$ cat src/hdl/kpl_pkg.sv
// shared types, constants and codes for the keypad scanner with long press
package kpl_pkg;

   // matrix geometry
   localparam int ROWS = 6;
   localparam int COLS = 7;

   // field widths
   localparam int COL_SENSE_W = 7;
   localparam int ROW_W       = 3;
   localparam int COL_W       = 3;
   localparam int KIND_W      = 3;
   localparam int CNT_W       = 8;
   localparam int DIR_W       = 2;
   localparam int CSR_IDX_W   = 2;
   localparam int CSR_DATA_W  = 8;

   localparam logic [ROW_W-1:0] ROW_LAST = ROW_W'(ROWS - 1);
   localparam logic [COL_W-1:0] COL_LAST = COL_W'(COLS - 1);

   // column lines above the matrix width read as released
   localparam logic [COL_SENSE_W-1:0] COL_PAD = ~COL_SENSE_W'((1 << COLS) - 1);
   localparam logic [COL_SENSE_W-1:0] COL_IDLE = '1;

   localparam logic [CNT_W-1:0] CNT_MAX = 8'hFF;

   // register indexes
   localparam logic [CSR_IDX_W-1:0] CSR_LONG_THRESHOLD = 2'd0;
   localparam logic [CSR_IDX_W-1:0] CSR_LOCKOUT_TICKS  = 2'd1;
   localparam logic [CSR_IDX_W-1:0] CSR_BEEP_TICKS     = 2'd2;

   // register reset values
   localparam logic [CNT_W-1:0] LONG_THRESHOLD_RST = 8'h80;
   localparam logic [CNT_W-1:0] LOCKOUT_TICKS_RST  = 8'd100;
   localparam logic [CNT_W-1:0] BEEP_TICKS_RST     = 8'd40;

   // report kinds
   localparam logic [KIND_W-1:0] KIND_NONE       = 3'd0;
   localparam logic [KIND_W-1:0] KIND_MATRIX     = 3'd1;
   localparam logic [KIND_W-1:0] KIND_UP_SHORT   = 3'd2;
   localparam logic [KIND_W-1:0] KIND_DOWN_SHORT = 3'd3;
   localparam logic [KIND_W-1:0] KIND_UP_LONG    = 3'd4;
   localparam logic [KIND_W-1:0] KIND_DOWN_LONG  = 3'd5;
   localparam logic [KIND_W-1:0] KIND_MUTE_LONG  = 3'd6;

   // last direction key codes
   localparam logic [DIR_W-1:0] DIR_NONE = 2'd0;
   localparam logic [DIR_W-1:0] DIR_UP   = 2'd1;
   localparam logic [DIR_W-1:0] DIR_DOWN = 2'd2;

   typedef struct packed {
      logic [CNT_W-1:0] long_threshold;
      logic [CNT_W-1:0] lockout_ticks;
      logic [CNT_W-1:0] beep_ticks;
   } kpl_cfg_type;

   typedef struct packed {
      logic [COL_SENSE_W-1:0] col_sense;
      logic                   up_key;
      logic                   down_key;
      logic                   host_take;
   } kpl_req_type;

   typedef struct packed {
      logic                   phase;
      logic [ROW_W-1:0]       row_count;
      logic [CNT_W-1:0]       lockout_left;
      logic                   pending;
      logic [KIND_W-1:0]      report_kind;
      logic [ROW_W-1:0]       report_row;
      logic [COL_W-1:0]       report_col;
      logic [CNT_W-1:0]       dir_count;
      logic [DIR_W-1:0]       last_dir;
      logic [CNT_W-1:0]       matrix_count;
      logic [ROW_W-1:0]       held_row;
      logic [COL_SENSE_W-1:0] held_cols;
      logic [CNT_W-1:0]       beep_left;
   } kpl_state_type;

   // scan state after reset: everything clear, held lines all released
   localparam kpl_state_type STATE_RST = '{held_cols: COL_IDLE, last_dir: DIR_NONE,
                                           default: '0};

   typedef struct packed {
      logic [ROW_W-1:0]  row_drive;
      logic              event_ready;
      logic [KIND_W-1:0] event_kind;
      logic [ROW_W-1:0]  event_row;
      logic [COL_W-1:0]  event_col;
      logic              buzzer;
   } kpl_rsp_type;

endpackage

$ cat src/hdl/kpl_req_if.sv
// input channel: one sampled tick of keypad lines per beat
interface kpl_req_if import kpl_pkg::*; ();
   logic                   valid;
   logic                   ready;
   logic [COL_SENSE_W-1:0] col_sense;
   logic                   up_key;
   logic                   down_key;
   logic                   host_take;

   modport source (output valid, col_sense, up_key, down_key, host_take, input ready);
   modport sink   (input valid, col_sense, up_key, down_key, host_take, output ready);
endinterface

$ cat src/hdl/kpl_rsp_if.sv
// result channel: scanner status after each tick, one beat per tick
interface kpl_rsp_if import kpl_pkg::*; ();
   logic              valid;
   logic              ready;
   logic [ROW_W-1:0]  row_drive;
   logic              event_ready;
   logic [KIND_W-1:0] event_kind;
   logic [ROW_W-1:0]  event_row;
   logic [COL_W-1:0]  event_col;
   logic              buzzer;

   modport source (output valid, row_drive, event_ready, event_kind, event_row, event_col,
                   buzzer, input ready);
   modport sink   (input valid, row_drive, event_ready, event_kind, event_row, event_col,
                   buzzer, output ready);
endinterface

$ cat src/hdl/keypad_scanner_long_press.sv
// top level: matrix keypad scanner with up/down keys and long-press reports
//
//   channel | dir | handshake     | payload
//   req_if  | in  | valid/ready   | col_sense, up_key, down_key, host_take
//   rsp_if  | out | valid/ready   | row_drive, event_ready, event_kind, event_row,
//           |     |               | event_col, buzzer
//   csr     | in  | csr_we        | csr_index, csr_wdata
//
// one beat per cycle while the result side is ready; each result is registered
// (input register, then scan logic into the result register)
// the state loop closes through kpl_scan into state_ff, so back-to-back beats chain
// synchronous reset loads STATE_RST, clears both stage valids, registers go to defaults
// a stalled result holds the input stage; req ready drops only when both stages are full
module keypad_scanner_long_press import kpl_pkg::*; (
   input  logic                  clock,
   input  logic                  reset,
   kpl_req_if.sink               req_if,
   kpl_rsp_if.source             rsp_if,
   input  logic                  csr_we,
   input  logic [CSR_IDX_W-1:0]  csr_index,
   input  logic [CSR_DATA_W-1:0] csr_wdata
);

   kpl_cfg_type   cfg;
   kpl_req_type   in_ff;
   logic          in_v_ff;
   kpl_state_type state_ff;
   kpl_state_type state_in;
   kpl_rsp_type   out_ff;
   kpl_rsp_type   out_in;
   logic          out_v_ff;
   logic          step_go;
   logic          reported;

   kpl_csr u_csr (
      .clock     (clock),
      .reset     (reset),
      .csr_we    (csr_we),
      .csr_index (csr_index),
      .csr_wdata (csr_wdata),
      .cfg       (cfg)
   );

   kpl_scan u_scan (
      .st       (state_ff),
      .cfg      (cfg),
      .req      (in_ff),
      .nxt      (state_in),
      .rsp      (out_in),
      .reported (reported)
   );

   // stage handshakes
   assign step_go      = in_v_ff && (!out_v_ff || rsp_if.ready);
   assign req_if.ready = !in_v_ff || step_go;

   // input register
   always_ff @(posedge clock) begin
      if (reset) begin
         in_v_ff <= 1'b0;
      end else begin
         if (req_if.valid && req_if.ready) begin
            in_v_ff         <= 1'b1;
            in_ff.col_sense <= req_if.col_sense;
            in_ff.up_key    <= req_if.up_key;
            in_ff.down_key  <= req_if.down_key;
            in_ff.host_take <= req_if.host_take;
         end else if (step_go) begin
            in_v_ff <= 1'b0;
         end
      end
   end

   // scan state
   always_ff @(posedge clock) begin
      if (reset) begin
         state_ff <= STATE_RST;
      end else if (step_go) begin
         state_ff <= state_in;
      end
   end

   // result register
   always_ff @(posedge clock) begin
      if (reset) begin
         out_v_ff <= 1'b0;
      end else if (step_go) begin
         out_v_ff <= 1'b1;
         out_ff   <= out_in;
      end else if (rsp_if.ready) begin
         out_v_ff <= 1'b0;
      end
   end

   assign rsp_if.valid       = out_v_ff;
   assign rsp_if.row_drive   = out_ff.row_drive;
   assign rsp_if.event_ready = out_ff.event_ready;
   assign rsp_if.event_kind  = out_ff.event_kind;
   assign rsp_if.event_row   = out_ff.event_row;
   assign rsp_if.event_col   = out_ff.event_col;
   assign rsp_if.buzzer      = out_ff.buzzer;

   // a report leaves the report pending with a full lockout
   assert property (@(posedge clock) disable iff (reset)
      step_go && reported |=>
         state_ff.pending && state_ff.lockout_left == $past(cfg.lockout_ticks))
      else $error("report did not load pending and lockout");

   // a held input beat is not overwritten while the result side stalls
   assert property (@(posedge clock) disable iff (reset)
      in_v_ff && !step_go |=> in_v_ff && $stable(in_ff))
      else $error("input stage lost a beat");

   // only matrix reports carry a row and column
   assert property (@(posedge clock) disable iff (reset)
      out_v_ff && out_ff.event_kind != KIND_MATRIX |->
         out_ff.event_row == '0 && out_ff.event_col == '0)
      else $error("row or column set on a non-matrix report");

   // no kind shows without a pending report
   assert property (@(posedge clock) disable iff (reset)
      out_v_ff && !out_ff.event_ready |-> out_ff.event_kind == KIND_NONE)
      else $error("event kind set while idle");

endmodule

$ cat src/hdl/kpl_csr.sv
// configuration registers: long threshold, lockout length, beep length
module kpl_csr import kpl_pkg::*; (
   input  logic                  clock,
   input  logic                  reset,
   input  logic                  csr_we,
   input  logic [CSR_IDX_W-1:0]  csr_index,
   input  logic [CSR_DATA_W-1:0] csr_wdata,
   output kpl_cfg_type           cfg
);

   kpl_cfg_type cfg_ff;
   kpl_cfg_type cfg_in;

   // decode the write, unknown indexes fall through
   always_comb begin
      cfg_in = cfg_ff;
      if (csr_we) begin
         unique case (csr_index)
            CSR_LONG_THRESHOLD: cfg_in.long_threshold = csr_wdata;
            CSR_LOCKOUT_TICKS:  cfg_in.lockout_ticks  = csr_wdata;
            CSR_BEEP_TICKS:     cfg_in.beep_ticks     = csr_wdata;
            default:            cfg_in = cfg_ff;
         endcase
      end
   end

   always_ff @(posedge clock) begin
      if (reset) begin
         cfg_ff.long_threshold <= LONG_THRESHOLD_RST;
         cfg_ff.lockout_ticks  <= LOCKOUT_TICKS_RST;
         cfg_ff.beep_ticks     <= BEEP_TICKS_RST;
      end else begin
         cfg_ff <= cfg_in;
      end
   end

   assign cfg = cfg_ff;

endmodule

$ cat src/hdl/kpl_scan.sv
// one tick of the scanner: row step or key scans, report, lockout and beep
module kpl_scan import kpl_pkg::*; (
   input  kpl_state_type st,
   input  kpl_cfg_type   cfg,
   input  kpl_req_type   req,
   output kpl_state_type nxt,
   output kpl_rsp_type   rsp,
   output logic          reported
);

   logic [COL_SENSE_W-1:0] cols;
   logic [DIR_W-1:0]       which;
   logic [CNT_W-1:0]       mc_inc;
   logic [CNT_W-1:0]       dc_inc;
   logic                   found;
   logic [COL_W-1:0]       first_col;
   logic [CNT_W-1:0]       beep_load;
   logic [KIND_W-1:0]      rep_kind;
   logic [ROW_W-1:0]       rep_row;
   logic [COL_W-1:0]       rep_col;

   // first low column of the held pattern
   always_comb begin
      found     = 1'b0;
      first_col = '0;
      for (int c = COLS - 1; c >= 0; c--) begin
         if (!st.held_cols[c]) begin
            found     = 1'b1;
            first_col = COL_W'(c);
         end
      end
   end

   assign cols   = req.col_sense | COL_PAD;
   assign which  = req.up_key ? DIR_UP : DIR_DOWN;
   assign mc_inc = (st.matrix_count != CNT_MAX) ? st.matrix_count + 1'b1 : st.matrix_count;
   assign dc_inc = (st.dir_count != CNT_MAX) ? st.dir_count + 1'b1 : st.dir_count;

   // state update for the tick
   always_comb begin
      nxt       = st;
      reported  = 1'b0;
      rep_kind  = KIND_NONE;
      rep_row   = '0;
      rep_col   = '0;
      nxt.pending = st.pending & ~req.host_take;
      nxt.phase   = ~st.phase;
      if (!st.phase) begin
         // odd tick: next drive row
         nxt.row_count = (st.row_count >= ROW_LAST) ? '0 : st.row_count + 1'b1;
      end else begin
         // up/down scan
         if (nxt.lockout_left != '0) begin
            nxt.lockout_left = nxt.lockout_left - 1'b1;
         end else if (!nxt.pending) begin
            if (req.up_key || req.down_key) begin
               if (st.dir_count == '0 || st.last_dir != which) begin
                  nxt.dir_count = CNT_W'(1);
                  nxt.last_dir  = which;
               end else begin
                  nxt.dir_count = dc_inc;
               end
            end else if (st.dir_count != '0) begin
               reported = 1'b1;
               if (st.dir_count > cfg.long_threshold) begin
                  rep_kind = (st.last_dir == DIR_DOWN) ? KIND_DOWN_LONG : KIND_UP_LONG;
               end else begin
                  rep_kind = (st.last_dir == DIR_DOWN) ? KIND_DOWN_SHORT : KIND_UP_SHORT;
               end
               nxt.dir_count = '0;
            end
         end
         // matrix scan, skipped after an up/down report
         if (!reported) begin
            if (nxt.lockout_left != '0) begin
               nxt.lockout_left = nxt.lockout_left - 1'b1;
            end else if (!nxt.pending) begin
               if (cols != COL_IDLE) begin
                  nxt.matrix_count = mc_inc;
                  if (st.matrix_count == '0 || cols != st.held_cols ||
                      st.held_row != st.row_count) begin
                     nxt.matrix_count = CNT_W'(1);
                     nxt.held_row     = st.row_count;
                     nxt.held_cols    = cols;
                  end
               end else if (st.matrix_count != '0 && st.held_row == st.row_count) begin
                  nxt.matrix_count = '0;
                  // no-key cell and an empty pattern give nothing
                  if (found && !(st.held_row == ROW_LAST && first_col == COL_LAST)) begin
                     reported = 1'b1;
                     if (st.held_row == ROW_LAST && first_col == '0 &&
                         st.matrix_count > cfg.long_threshold) begin
                        rep_kind = KIND_MUTE_LONG;
                     end else begin
                        rep_kind = KIND_MATRIX;
                        rep_row  = st.held_row;
                        rep_col  = first_col;
                     end
                  end
               end
            end
         end
         // latch the report
         if (reported) begin
            nxt.pending      = 1'b1;
            nxt.lockout_left = cfg.lockout_ticks;
            nxt.report_kind  = rep_kind;
            nxt.report_row   = rep_row;
            nxt.report_col   = rep_col;
         end
      end
      // beep countdown
      beep_load     = reported ? cfg.beep_ticks : st.beep_left;
      nxt.beep_left = (beep_load != '0) ? beep_load - 1'b1 : beep_load;
   end

   // result fields, report fields masked while nothing is pending
   always_comb begin
      rsp.row_drive   = nxt.row_count;
      rsp.event_ready = nxt.pending;
      rsp.event_kind  = nxt.pending ? nxt.report_kind : KIND_NONE;
      rsp.event_row   = nxt.pending ? nxt.report_row : '0;
      rsp.event_col   = nxt.pending ? nxt.report_col : '0;
      rsp.buzzer      = (nxt.beep_left != '0);
   end

endmodule

$ cat src/flat_wrapper.sv
// flat-port wrapper written by rule: the top's interface ports become plain ports
module keypad_scanner_long_press_flat import kpl_pkg::*;
  (clock, reset, csr_we, csr_index, csr_wdata, req_if_valid, req_if_col_sense, req_if_up_key, req_if_down_key, req_if_host_take, req_if_ready, rsp_if_valid, rsp_if_row_drive, rsp_if_event_ready, rsp_if_event_kind, rsp_if_event_row, rsp_if_event_col, rsp_if_buzzer, rsp_if_ready);
  kpl_req_if req_if_i ();
  kpl_rsp_if rsp_if_i ();
  input  logic clock;
  input  logic reset;
  input  logic csr_we;
  input  logic [CSR_IDX_W-1:0] csr_index;
  input  logic [CSR_DATA_W-1:0] csr_wdata;
  input wire logic [$bits(req_if_i.valid)-1:0] req_if_valid;
  input wire logic [$bits(req_if_i.col_sense)-1:0] req_if_col_sense;
  input wire logic [$bits(req_if_i.up_key)-1:0] req_if_up_key;
  input wire logic [$bits(req_if_i.down_key)-1:0] req_if_down_key;
  input wire logic [$bits(req_if_i.host_take)-1:0] req_if_host_take;
  output wire logic [$bits(req_if_i.ready)-1:0] req_if_ready;
  output wire logic [$bits(rsp_if_i.valid)-1:0] rsp_if_valid;
  output wire logic [$bits(rsp_if_i.row_drive)-1:0] rsp_if_row_drive;
  output wire logic [$bits(rsp_if_i.event_ready)-1:0] rsp_if_event_ready;
  output wire logic [$bits(rsp_if_i.event_kind)-1:0] rsp_if_event_kind;
  output wire logic [$bits(rsp_if_i.event_row)-1:0] rsp_if_event_row;
  output wire logic [$bits(rsp_if_i.event_col)-1:0] rsp_if_event_col;
  output wire logic [$bits(rsp_if_i.buzzer)-1:0] rsp_if_buzzer;
  input wire logic [$bits(rsp_if_i.ready)-1:0] rsp_if_ready;
  assign req_if_i.valid = req_if_valid;
  assign req_if_i.col_sense = req_if_col_sense;
  assign req_if_i.up_key = req_if_up_key;
  assign req_if_i.down_key = req_if_down_key;
  assign req_if_i.host_take = req_if_host_take;
  assign req_if_ready = req_if_i.ready;
  assign rsp_if_valid = rsp_if_i.valid;
  assign rsp_if_row_drive = rsp_if_i.row_drive;
  assign rsp_if_event_ready = rsp_if_i.event_ready;
  assign rsp_if_event_kind = rsp_if_i.event_kind;
  assign rsp_if_event_row = rsp_if_i.event_row;
  assign rsp_if_event_col = rsp_if_i.event_col;
  assign rsp_if_buzzer = rsp_if_i.buzzer;
  assign rsp_if_i.ready = rsp_if_ready;
  keypad_scanner_long_press u_core (.clock(clock), .reset(reset), .req_if(req_if_i), .rsp_if(rsp_if_i), .csr_we(csr_we), .csr_index(csr_index), .csr_wdata(csr_wdata));
endmodule
$ cat config.mk
export PLATFORM = sky130hd
export DESIGN_NAME = keypad_scanner_long_press_flat
export DESIGN_NICKNAME = d
export VERILOG_FILES = /design/src/hdl/kpl_pkg.sv /design/src/hdl/kpl_req_if.sv /design/src/hdl/kpl_rsp_if.sv /design/src/hdl/keypad_scanner_long_press.sv /design/src/hdl/kpl_csr.sv /design/src/hdl/kpl_scan.sv /design/src/flat_wrapper.sv
export SDC_FILE = /design/constraint.sdc
export NUM_CORES = 1
export LEC_CHECK = 0
export BUFFER_PORTS_ARGS = -buffer_cell sky130_fd_sc_hd__clkbuf_2
export CAP_MARGIN = 20
export CORE_MARGIN = 3
export CORE_UTILIZATION = 55
export CTS_CLUSTER_DIAMETER = 80
export DETAILED_ROUTE_END_ITERATION = 8
export GPL_TIMING_DRIVEN = 0
export PLACE_DENSITY = 0.88
export SYNTH_ARGS = -nofsm -noshare
export SYNTH_HDL_FRONTEND = slang
export SYNTH_SLANG_ARGS = --single-unit
$ cat constraint.sdc
create_clock -name clock -period 5.16 [get_ports clock]
set_input_delay 0.516 -clock clock [delete_from_list [all_inputs] [get_ports clock]]
set_output_delay 0.516 -clock clock [all_outputs]
set_load 0.005 [all_outputs]
## After elaboration in Yosys (flattened, before gate mapping)

Cells that the tools add are included.

| word-level totals | value |
|---|---|
| logic and storage cells | 185 |
| bits of input ports | 25 |
| flip-flop bits (word level) | 108 |
| output and inout bits | 16 |

| operators by class | value |
|---|---|
| multiplexer cells | 86 |
| reductions and logical operators | 40 |
| bitwise operators | 8 |
| magnitude comparators | 3 |
| $add $sub $neg | 6 |
| equal/unequal tests | 14 |

Operator list:

| operator | number |
|---|---|
| two-way mux 3 bit | 35 |
| two-way mux 8 bit | 13 |
| two-way mux 18 bit | 5 |
| nonzero test 8 bit | 6 |
| two-way mux 38 bit | 1 |
| two-way mux 10 bit | 3 |
| two-way mux 1 bit | 26 |
| subtractor 8 x 1 -> 8 bit, second input constant | 3 |
| adder 8 x 1 -> 8 bit, second input constant | 2 |
| greater-than comparator 8 bit | 2 |
| logical NOT 8 bit | 2 |
| inequality test 8 bit, second input constant | 2 |
| AND reduction 7 bit | 2 |
| AND reduction 2 bit | 6 |
| AND reduction 6 bit | 2 |
| nonzero test 2 bit | 4 |
| logical AND 1 bit | 7 |
| inequality test 7 bit | 1 |
| inequality test 7 bit, second input constant | 1 |
| inverter 1 bit | 7 |
| == test 3 bit, second input constant | 2 |
| logical OR 1 bit | 6 |
| two-way mux 2 bit | 3 |
| inequality test 3 x 2 -> 1 bit, second input constant | 2 |
| 11 further kinds | 14 |

## Longest topological paths before layout

Gate-level depths: netlist of the first run.

| depth | value |
|---|---|
| depth after elaboration | 23 |
| depth in mapped cells | 21 |
| depth with buffers taken out | 20 |

## Hierarchy

Synthesis of the first run repeated with hierarchy kept, for this count alone.

| unflattened totals | value |
|---|---|
| cells, all modules | 840 |
| area total of the unflattened synthesis | 7189.4 µm² |

By module, submodules not included:

| module | sequential area each (µm²) | area each (µm²) | times used | cells an instance |
|---|---|---|---|---|
| keypad_scanner_long_press | 1921.8 | 3229.3 | 1 | 300 |
| kpl_scan | 0.0 | 2959.1 | 1 | 443 |
| kpl_csr | 480.5 | 1001.0 | 1 | 97 |

## Worst setup path before layout of the first run

No wires, ideal clock.

| timing | value |
|---|---|
| path kind | register -> register |
| start point | register u_core.state_ff[46] in the netlist's numbering |
| end point | register u_core.out_ff (netlist bit u_core.rsp_if.buzzer) (data pin) |
| path buffers | 1 |
| arrival | 4.851 ns |
| library setup time | 0.267 ns |
| cell stages (with the launch flop) | 22 |
| clock period less this slack | 5.118 ns |
| data required time | 4.893 ns |
| path slack | 0.042 ns |
| cell sequence | dfxtp_1 > inv_1 > ha_1 > or3b_2 > or2_2 > clkbuf_1 > nor2_1 > or2_1 > ha_1 > nor3b_1 > and4_1 > o2111ai_4 > o41ai_4 > nand2_4 > mux2i_1 > ha_1 > nor4b_1 > nand2_1 > mux2i_4 > a211oi_1 > nor3_1 > nand3_1 |

RTL lines:

| what | line | RTL |
|---|---|---|
| from (decl) | keypad_scanner_long_press.sv:27 | `kpl_state_type state_ff;` |
| from (signal assigned) | keypad_scanner_long_press.sv:79 | `state_ff <= state_in;` |
| to (signal assigned) | keypad_scanner_long_press.sv:89 | `out_ff <= out_in;` |
| to (decl) | keypad_scanner_long_press.sv:29 | `kpl_rsp_type out_ff;` |

==> summary.md, run 1 <==
| Metric | Value |
|---|---|
| Post-Synthesis Cells | 690 |
| Setup Skew | 0.01334 ns |
| Worst setup path end | u_core.rsp_if.buzzer |
| Hold buffers post-CTS | 0 |
| Worst-path clk slew | 0.12 ns |
| Synthesis-stage register bit count | approximately 110 |
| Synth Warn # | 0 |
| Worst path arrival time | between 5 and 6 ns |
| Largest net degree at the start of global routing | 21 |
| Commonest cells after routing, fill and taps aside | 122 x nor2_1, 82 x dfxtp_1, 71 x nand2_1 |
| Net Sw Frac | 0.3358 |
| Clock Tree Buf Depth | 2 |
| Post-layout min period | 4.956 ns |
| Fin crit share | 0.9605 |
| Synthesis-to-layout area growth | 12.34% |
| Residual DRC | 0 |
| Sequential group share of total power | 0.467 |
| Cell Pwr Density | between 300 and 400 mW/mm^2 |
| WL final | 15610 microns |
| Max_cap viols | 0 |
| Sequential area share after synthesis | 0.4085 |
| Final critical-path setup slack | between 0.2 and 0.25 ns |
| Psw | around 0.68 mW |
| Core Box Area | a little over 0.01 sq mm |
| Overflow after GRT | 0 |
| Later-pin clock latency in the skew report | roughly 0.39 ns |
| Layout cells sized above 1 | 0.1250 |
| CP Data Required Time | ~5.3 ns |
| Measured slew at the worst slew-check pin | ~0.93 ns |
| Type of the worst min-delay path | primary input to flop |
| Slew headroom | 0.3781 |
| Cell variety after synth | 64 |
| H-tree depth | 3 |
| DRT iter0 DRCs | 621 |
| Lkg Pwr | 2.736 nW |
| Worst R2R Start | u_core.state_ff[46] |
| CTS Buf Count | 9 |
| Fin. Hold Viols | 0 |
| CTS tree | yes |
| Cell family with most CP delay | simple AND/OR/NAND/NOR gates |
| Flop2flop setup slack | between 0.2 and 0.25 ns |
| Crit-path cells | inv_2 > ha_4 > or3b_4 > or2_4 > nor2_2 > or2_1 > ha_2 > nor3b_2 > and4_2 > o2111ai_4 > o41ai_4 > nand2_4 > mux2i_4 > ha_4 > nor4b_4 > nand2_1 > mux2i_4 > o21ai_0 > o31ai_1 > nand3_1 |
| Final setup viols | 0 |
| Die area | 0.01197 sq mm |
| Status | finished clean |
| Worst Reg-to-Reg Cells | 20 |
| Syn Area/Cell | 8.523 sq um |
| Crit end category | flop |
| Fraction of registers with async set/reset | 0 |
| Cell Int Power | approximately 1.3 mW |
| Most common cell after layout, fill and taps aside | nor2_1 |
| Startpoint types | flop |
| RSZ-0062 raised after global routing | false |
| HPWL Detailed | 11390 microns |
| Final antenna-violating net count | 0 |
| I/O Pins | 41 |
| ANT cells | 0 |
| Site Rows | 37 |
| Initial antenna violation count | 0 |
| Crit path max fanout | 8 |
| CP startpoint | u_core.state_ff[46] |
| CP Class | flop to flop |
| FMAX | between 200 and 250 MHz |
| CP Buf/Inv Count | 1 |
| DR vias | 5521 |
| Vias in the first global route | 5390 |
| Clk sinks | around 110 |
| First-pass GRT wire length | 25430 microns |
| Total GRT Usage | 0.2685 |
| Total power | 2.015 mW |
| Nets | about 800 |
| Worst path max stage delay | 0.50 ns |
| Die height | approximately 110 microns |
| Highest-delay cell along the critical path | o41ai_4 |
| Fillers | about 840 |
| I/O Buffers | 39 |
| Post-synth EDFFs | 24 |
| Mapped cell area | around 0.0059 sq mm |
| Initial core utilization | 0.5671 |
| Peak VDD IR | roughly 0.28 mV |
| Crit path depth | 20 |
| Avg WL per Cell | 17.58 microns |
| Logic pwr share | 0.271 |
| Die width | around 110 microns |
| Drt via density | 6.217 |
| Ys flop type | dfxtp_1 |
| FF-to-FF End | u_core.rsp_if.buzzer |
| Syn nets | between 700 and 800 |
| Clock Power Share | 0.262 |
| Post-Place Setup Slack | -0.9974 ns |
| DR pass1 iterations | 6 |
| Gp weighted congestion | 0.9520 |
| Max Slew Vio Count | 0 |
| Root Buffer | clkbuf_8 |
cell type report:
class | instances | area [sq um] | share of cell area
multi-input combinational | 526 | 3361 | 0.5087
sequential | 108 | 2405 | 0.3640
timing repair buffer | 47 | 256.5 | 0.03883
tap | 136 | 170.2 | 0.02576
clock buffer | 10 | 137.6 | 0.02083
inverter | 34 | 127.6 | 0.01932
buffer | 21 | 82.58 | 0.01250
clock inverter | 6 | 66.31 | 0.01004
worst min-delay path by stage:
stage | from | end | slack (ns) | depth (start not counted)
4_1_cts | req_if_col_sense[1] | u_core.in_ff[4] | 0.28 | 1
3_5_place_dp | u_core.state_ff[39] | u_core.state_ff[39] | 0.45 | 2
2_1_floorplan | u_core.state_ff[36] | u_core.state_ff[36] | 0.43 | 2
5_1_grt | req_if_col_sense[6] | u_core.in_ff[9] | 0.28 | 1
6_report | req_if_col_sense[1] | u_core.in_ff[4] | 0.30 | 1
3_3_place_gp | u_core.state_ff[41] | u_core.state_ff[41] | 0.44 | 2
power by group through the flow:
stage	Sequential [mW]	Clock (mW)	Combinational, mW
after floorplan	0.945	0	0.379
after global placement	0.953	0	0.472
after detailed placement	0.955	0	0.484
after CTS	0.939	0.536	0.511
after global routing	0.947	0.569	0.597
final	0.941	0.529	0.545
per-stage QoR:
stage | instance area, sq um | setup TNS [ns] | std cells | util | hold WS, ns
3_5_place_dp | 6246 | -6.201 | 865 | 0.6023 | 0.4509
6_report | 6606 | 0 | 888 | 0.6371 | 0.2971
5_1_grt | 6606 | 0 | 888 | 0.6371 | 0.2806
3_3_place_gp | 6246 | -5.165 | 865 | 0.6023 | 0.4390
4_1_cts | 6539 | 0 | 884 | 0.6306 | 0.2804
2_1_floorplan | 5881 | 0 | 690 | - | 0.4321
synth_stat cells, types with 5 or more instances:
library cell	instances	area (sq um)
nor3b_1	5	37.54
nand2_1	71	266.5
xnor2_1	9	78.83
nor2b_1	7	43.79
o21a_1	6	45.04
inv_1	34	127.6
xor2_1	27	236.5
a21oi_1	49	245.2
nor2_1	123	461.7
mux2i_1	20	200.2
or3_1	8	50.05
clkbuf_1	18	67.56
nor4_1	6	37.54
dfxtp_1	84	1682
ha_1	26	325.3
nand3_1	11	55.05
nand3b_1	6	45.04
nand4_1	13	81.33
nor3_1	17	85.08
nand2b_1	7	43.79
a211o_1	13	113.9
a211oi_1	13	97.59
edfxtp_1	24	720.7
o21ai_0	16	80.08
and3_1	6	37.54
routing by layer:
metal | vias up | routed length [microns] | global-route usage
li1 | 2567 | - | -
met4 | 0 | 559 | 0.1256
met1 | 2586 | 6233 | 0.3347
met5 | - | 0 | 0
met3 | 61 | 1309 | 0.05989
met2 | 307 | 7511 | 0.4420
kinds of logic (layout without fill, tap and decap cells):
| group | Yosys count | after routing | synth area share |
|---|---|---|---|
| and+or+nand+nor | 303 | 303 | 0.2451 |
| AOI/OAI and AO/OA | 140 | 140 | 0.1632 |
| DFF | 108 | 108 | 0.4085 |
| buffers and inverters | 56 | 118 | 0.03638 |
| xor gates and xnor gates | 36 | 36 | 0.05362 |
| adders and majority gates | 26 | 26 | 0.05532 |
| muxes | 21 | 21 | 0.03787 |
flip-flops by register name (all words and copies together), names as in the netlist:
register and cells:
u_core.in_v_ff 1, u_core.rsp_if.event_kind 3, u_core.u_csr.cfg 24, u_core.state_ff 58
u_core.rsp_if.event_ready 1, u_core.rsp_if.row_drive 3, u_core.rsp_if.event_col 3, u_core.rsp_if.event_row 3
u_core.rsp_if.valid 1, u_core.in_ff 10, u_core.rsp_if.buzzer 1
timing repair:
item,CTS,global route
resized for setup,11,10
pin swaps,5,2
setup endpoints to repair,8,7
gates cloned,0,0
setup buffers,4,2
No activity file was read; power rests on OpenSTA's default activity.
==> inputs of run 2 (changes only) <==
CORE_UTILIZATION = 65   (was 55)
PLACE_DENSITY = 0.95   (was 0.88)
clock period = 5.8 ns   (was 5.16 ns; I/O delays follow)
==> run 2 against run 1 <==
Net effect: first-iteration DRC count is 3.1% lower; die area is 15% lower; clock-buffer cell count is 1 lower; clock skew is 0.0061 ns higher; routed wire length is 1.5% lower; final cell count is 2.9% lower; final area is 0.93% lower; sequential cell count stayed put; register-to-register slack better by 0.04 ns; maximum frequency is 11% lower; via count is 0.82% lower.
==> summary.md, run 2 (synthesis gave the netlist of run 1 again) <==
| Metric | Value |
|---|---|
| Nets | 800 (+0.25%) |
| Crit path max fanout | 8 (unchanged) |
| Commonest cells after routing, fill and taps aside | 123 x nor2_1, 84 x dfxtp_1, 71 x nand2_1 |
| ANT cells | 0 (unchanged) |
| Final critical-path setup slack | 0.2432 ns (+0.03945 ns) |
| Worst path arrival time | 5.69 ns (+0.59 ns) |
| First-pass GRT wire length | 24340 microns (-4.3%) |
| Layout cells sized above 1 | 0.1180 (-0.006963) |
| Top register by number of flip-flops | u_core.state_ff |
| Type of the worst min-delay path | primary input to flop |
| Post-Place Setup Slack | -0.4629 ns (+0.5345 ns) |
| Total power | 1.778 mW (-12%) |
| Final setup viols | 0 (unchanged) |
| Overflow after GRT | 0 (unchanged) |
| Max reg flops | 58 (unchanged) |
| Total GRT Usage | 0.3014 (+0.03291) |
| Clock Tree Buf Depth | 2 (unchanged) |
| Inst Count DP | 837 (-3.2%) |
| Slew headroom | 0.3101 (-0.06802) |
| Crit path depth | 21 (+5.0%) |
| Cell family with most CP delay | simple AND/OR/NAND/NOR gates |
| GR peak layer | met2 |
| Clk sinks | 108 (unchanged) |
| Fin. Hold Viols | 0 (unchanged) |
| Core Box Area | 0.008763 sq mm (-15%) |
| Status | finished clean |
| Max Slew Vio Count | 0 (unchanged) |
| Max_cap viols | 0 (unchanged) |
| Cell Int Power | 1.179 mW (-12%) |
| Largest net degree at the start of global routing | 22 (+4.8%) |
| Fin cells | 862 (-2.9%) |
| Root Buffer | clkbuf_8 |
| Hold WS | 0.3606 ns (+0.06341 ns) |
| Design area | 0.006545 sq mm (-0.93%) |
| Worst R2R Start | u_core.state_ff[46] |
| Logic pwr share | 0.269 (-0.002) |
| CTS tree | yes |
| H-tree depth | 3 (unchanged) |
| Site Rows | 34 (-8.1%) |
| Synthesis-to-layout area growth | 11.30% |
| Die height | 101.1 microns (-7.6%) |
| Initial core utilization | 0.6710 (+0.1040) |
| Worst-path clk slew | 0.12 ns (about the same) |
| FF-to-FF End | u_core.rsp_if.buzzer |
| Vias in the first global route | 5138 (-4.7%) |
| Sequential group share of total power | 0.472 (+0.005) |
| HPWL Detailed | 11290 microns (-0.86%) |
| Psw | 0.5993 mW (-11%) |
| Drt via density | 6.353 (+2.2%) |
| CP Data Required Time | 5.94 ns (+0.64 ns) |
| Clock Power Share | 0.259 (-0.003) |
| Met3 Track Usage GR | 0.05882 (-0.001071) |
| CTS Buf Count | 9 (unchanged) |
| CP Class | flop to flop |
| Startpoint types | flop |
| CP Buf/Inv Count | 2 (+1) |
| Most common cell after layout, fill and taps aside | nor2_1 |
| Highest-delay cell along the critical path | o41ai_4 |
| Die width | 101.1 microns (-7.6%) |
| Measured slew at the worst slew-check pin | 1.033 ns (+0.1018 ns) |
| Peak VDD IR | 0.2304 mV (-18%) |
| Cell Pwr Density | 271.6 mW/mm^2 (-11%) |
| Worst Reg-to-Reg Cells | 21 (+5.0%) |
| Fin crit share | 0.9581 (-0.002444) |
| Gp weighted congestion | 0.9447 (-0.77%) |
| Worst Hold End | u_core.in_ff[8] |
| Avg WL per Cell | 17.85 microns (+1.5%) |
| FMAX | 180.0 MHz (-11%) |
| DR pass1 iterations | 7 (+1) |
| I/O Pins | 41 (unchanged) |
| Later-pin clock latency in the skew report | 0.39 ns (about the same) |
| Net Sw Frac | 0.3371 (+0.001285) |
| I/O Buffers | 39 (unchanged) |
| DR vias | 5476 (-0.82%) |
| Post-layout min period | 5.557 ns (+0.6005 ns) |
| Setup Skew | 0.01947 ns (+0.006136 ns) |
| Hold path start | req_if_col_sense[5] |
| Fin util | 0.7469 (+0.1098) |
| Met2 usage | 0.5020 (+0.05999) |
| WL final | 15390 microns (-1.5%) |
| DP Area | 0.006211 sq mm (-0.56%) |
| Lkg Pwr | 2.732 nW (-0.18%) |
| Met1 Track Usage GR | 0.3838 (+0.04910) |
| Die area | 0.01022 sq mm (-15%) |
| Initial antenna violation count | 0 (unchanged) |
| Final antenna-violating net count | 0 (unchanged) |
| Flop2flop setup slack | 0.24 ns (+0.04 ns) |
| DRT iter0 DRCs | 602 (-3.1%) |
| Worst hold path cell count | 1 (unchanged) |
| Crit end category | flop |
| Hold buffers post-CTS | 0 (unchanged) |
| Worst path max stage delay | 0.54 ns (+0.04 ns) |
| Residual DRC | 0 (unchanged) |
| Crit-path cells | inv_1 > ha_2 > or3b_2 > or2_2 > clkbuf_1 > nor2_1 > or2_1 > ha_1 > nor3b_1 > and4_2 > o2111ai_4 > o41ai_4 > nand2_4 > mux2i_4 > ha_2 > nor4b_4 > nand2_1 > mux2i_4 > a211oi_1 > nor3_1 > nand3_1 |
| Post-route setup TNS | 0 ns (unchanged) |
## run 2: cell count changes in the layout (fill, tap and decap cells not counted), moves of 2 or more
cell	change
ha_4	-2
inv_8	-2
dfxtp_2	-2
dfxtp_1	+2
inv_6	+3
## run 2: per-layer routing
| metal | vias to the layer above | share of wire |
|---|---|---|
| li1 | 2561 | - |
| met1 | 2582 | 0.40 |
| met2 | 277 | 0.49 |
| met3 | 56 | 0.079 |
| met4 | 0 | 0.035 |
| met5 | - | 0 |
## run 2: worst reg2reg max path, stage by stage, from the launching register on
cell and delay [ns]:
dfxtp_1 0.41, inv_1 0.14, ha_2 0.26, or3b_2 0.52, or2_2 0.29, clkbuf_1 0.21, nor2_1 0.17, or2_1 0.14
ha_1 0.21, nor3b_1 0.23, and4_2 0.31, o2111ai_4 0.21, o41ai_4 0.55, nand2_4 0.15, mux2i_4 0.24, ha_2 0.25
nor4b_4 0.27, nand2_1 0.15, mux2i_4 0.23, a211oi_1 0.09, nor3_1 0.16, nand3_1 0.12
## run 2: timing repair
action,in CTS,in global routing
pin swaps,1,3
resized for setup,2,9
endpoints found under the setup margin,8,7
buffers inserted,1,6
## run 2: worst max path at each step
stage                             start              endpoint  slack, ns
floorplan           u_core.state_ff[46]  u_core.rsp_if.buzzer       0.68
global placement    u_core.state_ff[46]  u_core.rsp_if.buzzer      -0.28
detailed placement  u_core.state_ff[46]  u_core.rsp_if.buzzer      -0.46
CTS                 u_core.state_ff[46]  u_core.rsp_if.buzzer       0.06
global route        u_core.state_ff[46]    u_core.state_ff[1]      -0.02
finish              u_core.state_ff[46]  u_core.rsp_if.buzzer       0.24
## run 2: final cells by class
class	instances	area (sq um)
clock buffer	9	123.9
fill	619	2218
sequential	108	2402
buffer	22	86.33
multi-input combinational	526	3326
timing repair buffer	48	266.5
clock inverter	7	77.57
inverter	34	127.6
tap	108	135.1
## run 2: power by group through the flow
stage	clock network, mW	logic, mW	registers (mW)
2_1_floorplan	0	0.337	0.841
6_report	0.461	0.479	0.839
4_1_cts	0.462	0.435	0.834
3_5_place_dp	0	0.429	0.851
3_3_place_gp	0	0.416	0.848
5_1_grt	0.493	0.525	0.843
